==> src/design/dpls_pkg.sv <==
package dpls_pkg;

    // Coordinate precision. Endpoints use only their low COORD_BITS bits, as a signed value.
    localparam int COORD_BITS   = 16;
    localparam int FIELD_BITS   = 16;
    localparam int SPACING_BITS = 8;
    localparam int PCT_BITS     = 7;
    localparam int PCT_MAX      = 100;
    localparam int ERR_BITS     = 32;
    localparam int INC_BITS     = 16;
    localparam int PHASE_BITS   = SPACING_BITS + 1;

    // The length fraction is applied as amaj * ceil(pct * 2^PCT_SHIFT / 100) >> PCT_SHIFT.
    // 2^PCT_SHIFT is above 100 * 2^COORD_BITS, so the rounding error stays under 1/100
    // and the truncated quotient is exact.
    localparam int PCT_SHIFT      = COORD_BITS + 7;
    localparam int PCT_SCALE_BITS = PCT_SHIFT + 1;
    localparam int PCT_NUM_BITS   = PCT_SHIFT + PCT_BITS + 1;
    localparam int PROD_BITS      = COORD_BITS + PCT_SCALE_BITS;

    localparam logic CMD_START = 1'b0;
    localparam logic CMD_STEP  = 1'b1;

    typedef struct packed {
        logic                          command;
        logic signed [FIELD_BITS-1:0]  x_start;
        logic signed [FIELD_BITS-1:0]  y_start;
        logic signed [FIELD_BITS-1:0]  x_end;
        logic signed [FIELD_BITS-1:0]  y_end;
        logic        [SPACING_BITS-1:0] spacing;
        logic        [PCT_BITS-1:0]    percent;
    } dpls_in_t;

    typedef struct packed {
        logic signed [FIELD_BITS-1:0] point_x;
        logic signed [FIELD_BITS-1:0] point_y;
        logic                         plot;
        logic                         last;
    } dpls_out_t;

    typedef logic [(2**PCT_BITS)-1:0][PCT_SCALE_BITS-1:0] pct_scale_tab_t;

    // Builds the scale factor for every percent code at elaboration time.
    function automatic pct_scale_tab_t build_pct_scale_tab();
        pct_scale_tab_t          tab;
        logic [PCT_NUM_BITS-1:0] num;
        for (int i = 0; i < 2**PCT_BITS; i++)
        begin
            num    = (PCT_NUM_BITS'(i) << PCT_SHIFT) + PCT_NUM_BITS'(PCT_MAX - 1);
            tab[i] = PCT_SCALE_BITS'(num / PCT_NUM_BITS'(PCT_MAX));
        end
        return tab;
    endfunction

    localparam pct_scale_tab_t PCT_SCALE_TAB = build_pct_scale_tab();

    // Scale factor for a clamped percentage; a 128-entry constant table.
    function automatic logic [PCT_SCALE_BITS-1:0] pct_scale(input logic [PCT_BITS-1:0] pct);
        return PCT_SCALE_TAB[pct];
    endfunction

    // Sign-extends a coordinate into an output field.
    function automatic logic signed [FIELD_BITS-1:0] out_coord(
        input logic signed [COORD_BITS-1:0] v
    );
        return FIELD_BITS'(v);
    endfunction

    // True while the major coordinate has not yet passed the end of the walk.
    function automatic logic walk_on(
        input logic signed [COORD_BITS:0]   cur,
        input logic signed [COORD_BITS-1:0] last_major,
        input logic                         rev
    );
        logic signed [COORD_BITS:0] end_ext;
        end_ext = (COORD_BITS+1)'(last_major);
        return rev ? (cur >= end_ext) : (cur <= end_ext);
    endfunction

endpackage

==> src/design/dpls_in_if.sv <==
interface dpls_in_if
    import dpls_pkg::*;
();
    logic     valid;
    logic     ready;
    dpls_in_t data;

    modport source (output valid, output data, input ready);
    modport sink   (input valid, input data, output ready);
endinterface

==> src/design/dpls_out_if.sv <==
interface dpls_out_if
    import dpls_pkg::*;
();
    logic      valid;
    logic      ready;
    dpls_out_t data;

    modport source (output valid, output data, input ready);
    modport sink   (input valid, input data, output ready);
endinterface

==> src/design/dotted_partial_line_stepper.sv <==
// Dotted, partial line stepper. A start item latches two endpoints, a dot spacing and a
// length percentage and answers with one item whose last flag says whether the walk is
// already empty. Each step item then advances one pixel along the major axis and answers
// with that pixel, a plot flag for every (spacing+1)th pixel, and last once the walk ends;
// a step while no walk is running answers with last set and changes nothing. The block
// takes one item per clock cycle, sustained, while the receiver is ready. An accepted
// item sits in the input register, then the line setup or the Bresenham update (one
// 16 by 24 bit multiply for the length fraction, or one 32 bit error add) runs into the
// result register, and the input register can take a new item while an answer waits.
module dotted_partial_line_stepper
    import dpls_pkg::*;
(
    input  logic         clk,
    input  logic         rst_n,
    dpls_in_if.sink      req,
    dpls_out_if.source   rsp
);

    // Handshake and pipeline registers.
    logic      s1_valid_reg;
    dpls_in_t  s1_data_reg;
    logic      out_valid_reg;
    dpls_out_t out_data_reg;
    logic      s1_take;

    // Walk state.
    logic                             active_reg;
    logic                             x_major_reg;
    logic                             reversed_reg;
    logic signed [COORD_BITS:0]       cur_major_reg;
    logic signed [COORD_BITS-1:0]     cur_minor_reg;
    logic signed [COORD_BITS-1:0]     walk_end_reg;
    logic        [ERR_BITS-1:0]       error_term_reg;
    logic signed [1:0]                minor_dir_reg;
    logic signed [INC_BITS-1:0]       inc_diagonal_reg;
    logic signed [INC_BITS-1:0]       inc_straight_reg;
    logic        [PHASE_BITS-1:0]     dot_phase_reg;
    logic        [SPACING_BITS-1:0]   dot_spacing_reg;

    logic                             active_next;
    logic                             x_major_next;
    logic                             reversed_next;
    logic signed [COORD_BITS:0]       cur_major_next;
    logic signed [COORD_BITS-1:0]     cur_minor_next;
    logic signed [COORD_BITS-1:0]     walk_end_next;
    logic        [ERR_BITS-1:0]       error_term_next;
    logic signed [1:0]                minor_dir_next;
    logic signed [INC_BITS-1:0]       inc_diagonal_next;
    logic signed [INC_BITS-1:0]       inc_straight_next;
    logic        [PHASE_BITS-1:0]     dot_phase_next;
    logic        [SPACING_BITS-1:0]   dot_spacing_next;
    dpls_out_t                        result_next;

    // Line setup terms.
    logic signed [COORD_BITS-1:0]     xs, ys, xe, ye;
    logic signed [COORD_BITS:0]       dx, dy, dmaj, dmin;
    logic        [COORD_BITS-1:0]     adx, ady, amaj, amin;
    logic signed [COORD_BITS-1:0]     smaj, smin;
    logic                             st_x_major;
    logic                             st_reversed;
    logic        [PCT_BITS-1:0]       pct_clamped;
    logic        [PROD_BITS-1:0]      span_prod;
    logic        [COORD_BITS-1:0]     span_part;
    logic signed [COORD_BITS:0]       span_offset;
    logic signed [COORD_BITS:0]       smaj_ext;
    logic signed [COORD_BITS-1:0]     st_walk_end;
    logic signed [COORD_BITS:0]       st_cur_major;
    logic                             st_active;

    // Step terms.
    logic                             err_positive;
    logic        [PHASE_BITS-1:0]     phase_inc;
    logic                             dot_hit;
    logic signed [COORD_BITS-1:0]     minor_moved;
    logic signed [COORD_BITS:0]       major_moved;

    assign s1_take   = s1_valid_reg && (!out_valid_reg || rsp.ready);
    assign req.ready = !s1_valid_reg || s1_take;
    assign rsp.valid = out_valid_reg;
    assign rsp.data  = out_data_reg;

    // Start: pick the major axis and derive the Bresenham terms and the end of the walk.
    always_comb
    begin
        xs = s1_data_reg.x_start[COORD_BITS-1:0];
        ys = s1_data_reg.y_start[COORD_BITS-1:0];
        xe = s1_data_reg.x_end[COORD_BITS-1:0];
        ye = s1_data_reg.y_end[COORD_BITS-1:0];
        dx = (COORD_BITS+1)'(xe) - (COORD_BITS+1)'(xs);
        dy = (COORD_BITS+1)'(ye) - (COORD_BITS+1)'(ys);
        adx = dx[COORD_BITS] ? COORD_BITS'(-dx) : COORD_BITS'(dx);
        ady = dy[COORD_BITS] ? COORD_BITS'(-dy) : COORD_BITS'(dy);
        st_x_major = (dx != '0) && (ady < adx);
        if (st_x_major)
        begin
            dmaj = dx;  dmin = dy;  amaj = adx; amin = ady; smaj = xs; smin = ys;
        end
        else
        begin
            dmaj = dy;  dmin = dx;  amaj = ady; amin = adx; smaj = ys; smin = xs;
        end
        st_reversed = dmaj[COORD_BITS];

        pct_clamped = (s1_data_reg.percent > PCT_BITS'(PCT_MAX)) ?
                      PCT_BITS'(PCT_MAX) : s1_data_reg.percent;
        span_prod   = PROD_BITS'(amaj) * PROD_BITS'(pct_scale(pct_clamped));
        span_part   = span_prod[PCT_SHIFT +: COORD_BITS];
        span_offset = st_reversed ? -$signed({1'b0, span_part}) : $signed({1'b0, span_part});
        smaj_ext    = (COORD_BITS+1)'(smaj);
        st_walk_end = COORD_BITS'(smaj_ext + span_offset);
        // The walk begins one above the start on the major axis, in either direction.
        st_cur_major = smaj_ext + (COORD_BITS+1)'(1);
        st_active    = walk_on(st_cur_major, st_walk_end, st_reversed);
    end

    // Step: one Bresenham update and the dot counter.
    always_comb
    begin
        err_positive = (error_term_reg != '0) && !error_term_reg[ERR_BITS-1];
        phase_inc    = dot_phase_reg + PHASE_BITS'(1);
        dot_hit      = PHASE_BITS'(dot_spacing_reg) < phase_inc;
        minor_moved  = err_positive ? cur_minor_reg + COORD_BITS'(minor_dir_reg) : cur_minor_reg;
        major_moved  = reversed_reg ? cur_major_reg - (COORD_BITS+1)'(1)
                                    : cur_major_reg + (COORD_BITS+1)'(1);
    end

    always_comb
    begin
        active_next       = active_reg;
        x_major_next      = x_major_reg;
        reversed_next     = reversed_reg;
        cur_major_next    = cur_major_reg;
        cur_minor_next    = cur_minor_reg;
        walk_end_next     = walk_end_reg;
        error_term_next   = error_term_reg;
        minor_dir_next    = minor_dir_reg;
        inc_diagonal_next = inc_diagonal_reg;
        inc_straight_next = inc_straight_reg;
        dot_phase_next    = dot_phase_reg;
        dot_spacing_next  = dot_spacing_reg;
        result_next       = '{point_x: '0, point_y: '0, plot: 1'b0, last: 1'b1};

        unique case (s1_data_reg.command)
            CMD_START:
            begin
                active_next       = st_active;
                x_major_next      = st_x_major;
                reversed_next     = st_reversed;
                cur_major_next    = st_cur_major;
                cur_minor_next    = smin;
                walk_end_next     = st_walk_end;
                error_term_next   = ERR_BITS'({amin, 1'b0}) - ERR_BITS'(amaj);
                minor_dir_next    = (dmin == '0) ? 2'sd0 : (dmin[COORD_BITS] ? -2'sd1 : 2'sd1);
                inc_straight_next = INC_BITS'({amin, 1'b0});
                inc_diagonal_next = INC_BITS'({amin, 1'b0}) - INC_BITS'({amaj, 1'b0});
                dot_phase_next    = st_x_major ? PHASE_BITS'(1) : '0;
                dot_spacing_next  = s1_data_reg.spacing;
                result_next.last  = !st_active;
            end
            CMD_STEP:
            begin
                if (active_reg)
                begin
                    cur_minor_next  = minor_moved;
                    error_term_next = error_term_reg + (err_positive ?
                                      ERR_BITS'(inc_diagonal_reg) : ERR_BITS'(inc_straight_reg));
                    dot_phase_next  = dot_hit ? '0 : phase_inc;
                    cur_major_next  = major_moved;
                    active_next     = walk_on(major_moved, walk_end_reg, reversed_reg);
                    result_next.plot = dot_hit;
                    result_next.last = !active_next;
                    if (x_major_reg)
                    begin
                        result_next.point_x = out_coord(cur_major_reg[COORD_BITS-1:0]);
                        result_next.point_y = out_coord(minor_moved);
                    end
                    else
                    begin
                        result_next.point_x = out_coord(minor_moved);
                        result_next.point_y = out_coord(cur_major_reg[COORD_BITS-1:0]);
                    end
                end
            end
            default:
            begin
                result_next.last = 1'b1;
            end
        endcase
    end

    always_ff @(posedge clk or negedge rst_n)
    begin
        if (!rst_n)
        begin
            s1_valid_reg     <= 1'b0;
            out_valid_reg    <= 1'b0;
            active_reg       <= 1'b0;
            x_major_reg      <= 1'b0;
            reversed_reg     <= 1'b0;
            cur_major_reg    <= '0;
            cur_minor_reg    <= '0;
            walk_end_reg     <= '0;
            error_term_reg   <= '0;
            minor_dir_reg    <= '0;
            inc_diagonal_reg <= '0;
            inc_straight_reg <= '0;
            dot_phase_reg    <= '0;
            dot_spacing_reg  <= '0;
        end
        else
        begin
            if (req.valid && req.ready)
            begin
                s1_valid_reg <= 1'b1;
            end
            else if (s1_take)
            begin
                s1_valid_reg <= 1'b0;
            end

            if (s1_take)
            begin
                out_valid_reg    <= 1'b1;
                active_reg       <= active_next;
                x_major_reg      <= x_major_next;
                reversed_reg     <= reversed_next;
                cur_major_reg    <= cur_major_next;
                cur_minor_reg    <= cur_minor_next;
                walk_end_reg     <= walk_end_next;
                error_term_reg   <= error_term_next;
                minor_dir_reg    <= minor_dir_next;
                inc_diagonal_reg <= inc_diagonal_next;
                inc_straight_reg <= inc_straight_next;
                dot_phase_reg    <= dot_phase_next;
                dot_spacing_reg  <= dot_spacing_next;
            end
            else if (rsp.ready)
            begin
                out_valid_reg <= 1'b0;
            end
        end
    end

    // Payload registers carry no reset.
    always_ff @(posedge clk)
    begin
        if (req.valid && req.ready)
        begin
            s1_data_reg <= req.data;
        end
        if (s1_take)
        begin
            out_data_reg <= result_next;
        end
    end

    // The last flag of a fresh answer agrees with the walk state left behind.
    assert property (@(posedge clk) disable iff (!rst_n)
        s1_take |=> (out_data_reg.last == !active_reg))
        else $error("last flag disagrees with walk state");

    // A running walk never sits past its end.
    assert property (@(posedge clk) disable iff (!rst_n)
        active_reg |-> walk_on(cur_major_reg, walk_end_reg, reversed_reg))
        else $error("active walk is past its end");

    // A start item answers with an unplotted origin point.
    assert property (@(posedge clk) disable iff (!rst_n)
        (s1_take && s1_data_reg.command == CMD_START) |=>
        (!out_data_reg.plot && out_data_reg.point_x == '0 && out_data_reg.point_y == '0))
        else $error("start item produced a point");

    // A step with no walk running leaves the walk state alone.
    assert property (@(posedge clk) disable iff (!rst_n)
        (s1_take && s1_data_reg.command == CMD_STEP && !active_reg) |=>
        ($stable(cur_major_reg) && $stable(error_term_reg) && $stable(dot_phase_reg)
         && out_data_reg.last && !out_data_reg.plot))
        else $error("idle step changed the walk");

endmodule

==> src/flat_wrapper.sv <==
// flat-port wrapper written by rule: the top's interface ports become plain ports
module dotted_partial_line_stepper_flat import dpls_pkg::*;
  (clk, rst_n, req_valid, req_data, req_ready, rsp_valid, rsp_data, rsp_ready);
  dpls_in_if req_i ();
  dpls_out_if rsp_i ();
  input  logic clk;
  input  logic rst_n;
  input wire logic [$bits(req_i.valid)-1:0] req_valid;
  input wire logic [$bits(req_i.data)-1:0] req_data;
  output wire logic [$bits(req_i.ready)-1:0] req_ready;
  output wire logic [$bits(rsp_i.valid)-1:0] rsp_valid;
  output wire logic [$bits(rsp_i.data)-1:0] rsp_data;
  input wire logic [$bits(rsp_i.ready)-1:0] rsp_ready;
  assign req_i.valid = req_valid;
  assign req_i.data = req_data;
  assign req_ready = req_i.ready;
  assign rsp_valid = rsp_i.valid;
  assign rsp_data = rsp_i.data;
  assign rsp_i.ready = rsp_ready;
  dotted_partial_line_stepper u_core (.clk(clk), .rst_n(rst_n), .req(req_i), .rsp(rsp_i));
endmodule
==> config.mk <==
export PLATFORM = sky130hd
export DESIGN_NAME = dotted_partial_line_stepper_flat
export DESIGN_NICKNAME = d
export VERILOG_FILES = /design/src/design/dpls_pkg.sv /design/src/design/dpls_in_if.sv /design/src/design/dpls_out_if.sv /design/src/design/dotted_partial_line_stepper.sv /design/src/flat_wrapper.sv
export SDC_FILE = /design/constraint.sdc
export NUM_CORES = 2
export LEC_CHECK = 0
export BUFFER_PORTS_ARGS = -buffer_cell sky130_fd_sc_hd__buf_2
export CAP_MARGIN = 20
export CORE_ASPECT_RATIO = 1.75
export CORE_MARGIN = 5
export CORE_UTILIZATION = 35
export CTS_CLUSTER_DIAMETER = 100
export DETAILED_ROUTE_END_ITERATION = 7
export PLACE_DENSITY_LB_ADDON = 0.15
export SLEW_MARGIN = 10
export SYNTH_ARGS = -nofsm -noshare
export SYNTH_HDL_FRONTEND = slang
export SYNTH_SLANG_ARGS = --single-unit
==> constraint.sdc <==
create_clock -name clk -period 19.15 [get_ports clk]
set_input_delay 0.9575 -clock clk [delete_from_list [all_inputs] [get_ports clk]]
set_output_delay 0.9575 -clock clk [all_outputs]
set_load 0.005 [all_outputs]
==> flow_metrics.env <==
export IMPL_status="finished clean"
export IMPL_ys_ff_latch=249
export IMPL_worstSetupEndpointType="flip-flop"
export IMPL_cts_root_buf="clkbuf_16"
export IMPL_yosysTopAreaCell="fa_1"
export IMPL_grt_pass1_vias=31310
export IMPL_synth_area_leaders="fa_1, ha_1, edfxtp_1, dfrtp_1, nand2_1"
export IMPL_async_flop_share=0.5422
export IMPL_period_needed_ns=17.96
export IMPL_cp_startpoint="u_core.ys[0]"
export IMPL_globalplace_congestion=0.9456
export IMPL_clock_path_buffers=3
export IMPL_multiInputGateArea_mm2=0.02470
export IMPL_ys_warn_count=0
export IMPL_ff_latch_area_mm2=0.006802
export IMPL_viasPerCell=5.439
export IMPL_hold_path_class="input port to async pin"
export IMPL_grt_total_usage=0.2439
export IMPL_clock_skew_ns=0.05505
export IMPL_max_slew_worst_pin_slew_ns=1.232
export IMPL_fin_hold_ws_ns=0.2034
export IMPL_die_y_um=422.7
export IMPL_ios=120
export IMPL_worstReg2RegEnd="u_core.active_reg"
export IMPL_worstReg2RegStart="u_core.ys[0]"
export IMPL_floorplan_core_area_mm2=0.09673
export IMPL_area_growth_pct=9.582
export IMPL_slew_viol_final=0
export IMPL_firstDrtPassIters=5
export IMPL_grt_overflow_total=0
export IMPL_hpwl_um=106100
export IMPL_hold_violations=0
export IMPL_postSynthAreaPerCell_um2=8.178
export IMPL_cp_max_fo=42
export IMPL_n_antenna_cell=0
export IMPL_rows=151
export IMPL_critPathLaunchType="flip-flop"
export IMPL_relSlewSlack=0.1787
export IMPL_wl_per_cell_um=23.45
export IMPL_post_cts_buffers=0
export IMPL_port_buffers=119
export IMPL_clkTransAtPathRegs_ns=0.07
export IMPL_dieArea_mm2=0.1039
export IMPL_synth_common_cells="nand2_1, inv_1, nor2_1"
export IMPL_path_class="flip-flop to flip-flop"
export IMPL_grt_pass1_wl_um=192600
export IMPL_die_x_um=245.8
export IMPL_drt_iter0_markers=1963
export IMPL_place_area_mm2=0.03633
export IMPL_cpMaxStageDelayCell="nor4b_1"
export IMPL_cts_max_level=1
export IMPL_layout_nets=4909
export IMPL_synth_top_cell_area_share=0.1827
export IMPL_cts_tree="yes"
export IMPL_totalWireLength_um=129800
export IMPL_cts_buffers=29
export IMPL_synth_distinct_cells=100
export IMPL_drive_gt1_frac=0.07676
export IMPL_fin_crit_sh=0.9381
export IMPL_max_freq_mhz=55.67
export IMPL_synth_most_common_cell="nand2_1"
export IMPL_cpPeakStageDelay_ns=0.74
export IMPL_r2r_setup_slack_ns=1.19
export IMPL_r2r_cells=66
export IMPL_synth_area_mm2=0.03407
export IMPL_worstSkewPairLatency_ns=0.63
export IMPL_grt_max_degree=69
export IMPL_crit_arrival_ns=18.42
export IMPL_final_cell_area_mm2=0.03733
export IMPL_synth_edff_count=114
export IMPL_syn_inst=4166
export IMPL_start_util=0.3522
export IMPL_ys_flop_type="dfrtp_1"
export IMPL_route_detailed_drc=0
export IMPL_fillCellCount=10150
export IMPL_required_ns=19.60
export IMPL_cap_violations=0
export IMPL_grt_setup_unrepaired="false"
export IMPL_cts_hold_buffers=0
export IMPL_largest_reg_flops=34
export IMPL_syn_nets=4864
export IMPL_cts_resized=0
export IMPL_seq_area_frac_synth=0.1996
export IMPL_setup_viol=0
export IMPL_tns_ns=0
export IMPL_antenna_left=0
export IMPL_cts_sinks=249
export IMPL_antenna_found_initial=1
export IMPL_vias=30100
-- worst max-delay path: cells and delay by family (launching register included) --
kind / cells / cell delay, ns
buffers and inverters: 10 / 1.31
adders and majority gates: 13 / 5.17
and+or+nand+nor: 11 / 3.01
xor gates and xnor gates: 7 / 1.88
AOI/OAI and AO/OA: 25 / 5.94
DFF: 1 / 0.45
-- layer usage --
layer,GRT usage,vias to the layer above,wire (µm),part of all wire
met1,0.2350,14790,43360,0.33
met3,0.01746,337,3955,0.030
met5,0,-,0,0
met2,0.4843,826,71500,0.55
li1,-,14150,-,-
met4,0.1614,0,10980,0.085
-- cell usage in the layout, fill, tap and decap left out, types with 18 or more instances in the layout --
cell / Yosys / final
nand2_1: 649 / 648
inv_1: 513 / 512
nor2_1: 361 / 360
fa_1: 311 / 311
ha_1: 303 / 303
a21oi_1: 283 / 276
o21ai_0: 236 / 229
dfrtp_1: 135 / 135
xnor2_1: 119 / 119
buf_2: 11 / 118
edfxtp_1: 114 / 114
buf_4: 4 / 83
a21o_1: 75 / 75
a211oi_1: 65 / 64
xor2_1: 63 / 63
and2_1: 63 / 62
nor3_1: 57 / 57
o21a_1: 51 / 51
nand3_1: 51 / 51
mux2i_1: 37 / 36
nand2b_1: 33 / 33
o211ai_1: 30 / 30
clkbuf_16: 0 / 29
o21bai_1: 27 / 26
nor2b_1: 25 / 25
nand4_1: 22 / 22
nor4_1: 20 / 20
or3_1: 19 / 19
o31ai_1: 19 / 18
-- logic make-up after synthesis --
group | Yosys count | share of synthesized area
adder cells (fa/ha/maj) | 614 | 0.2940
AND/OR/NAND/NOR | 1364 | 0.1754
buffers and inverters | 712 | 0.07929
XOR/XNOR | 183 | 0.04727
flip-flops | 249 | 0.1996
multiplexers | 45 | 0.01385
AO/OA/AOI/OAI | 999 | 0.1905
-- stage by stage --
| step | worst slack [ns] | util | cells |
|---|---|---|---|
| CTS | 1.188 | 0.3859 | 5534 |
| finish | 1.186 | 0.3859 | 5534 |
| detailed placement | 1.307 | 0.3756 | 5480 |
| floorplan | 3.636 | - | 4166 |
| global placement | 1.537 | 0.3754 | 5478 |
| global route | 0.02991 | 0.3859 | 5534 |
-- worst max path at each step --
stage / slack, ns / to / cells after the start
6_report: 1.19 / u_core.active_reg / 66
5_1_grt: 0.03 / u_core.active_reg / 69
4_1_cts: 1.19 / u_core.active_reg / 68
3_5_place_dp: 1.31 / u_core.active_reg / 68
3_3_place_gp: 1.54 / u_core.active_reg / 66
2_1_floorplan: 3.64 / u_core.rsp.data[0] / 69
-- layout make-up --
cell class	instances	area share
clock buffers	42	0.02155
clock inverters	12	0.005128
inverters	523	0.05268
multi-input cells	3205	0.6617
flip-flops and latches	249	0.1822
well taps	1300	0.04357
repair buffers	203	0.03321
Power is not shown: default switching activity piles up to over one toggle a cycle in this logic, so the estimate is an artifact.
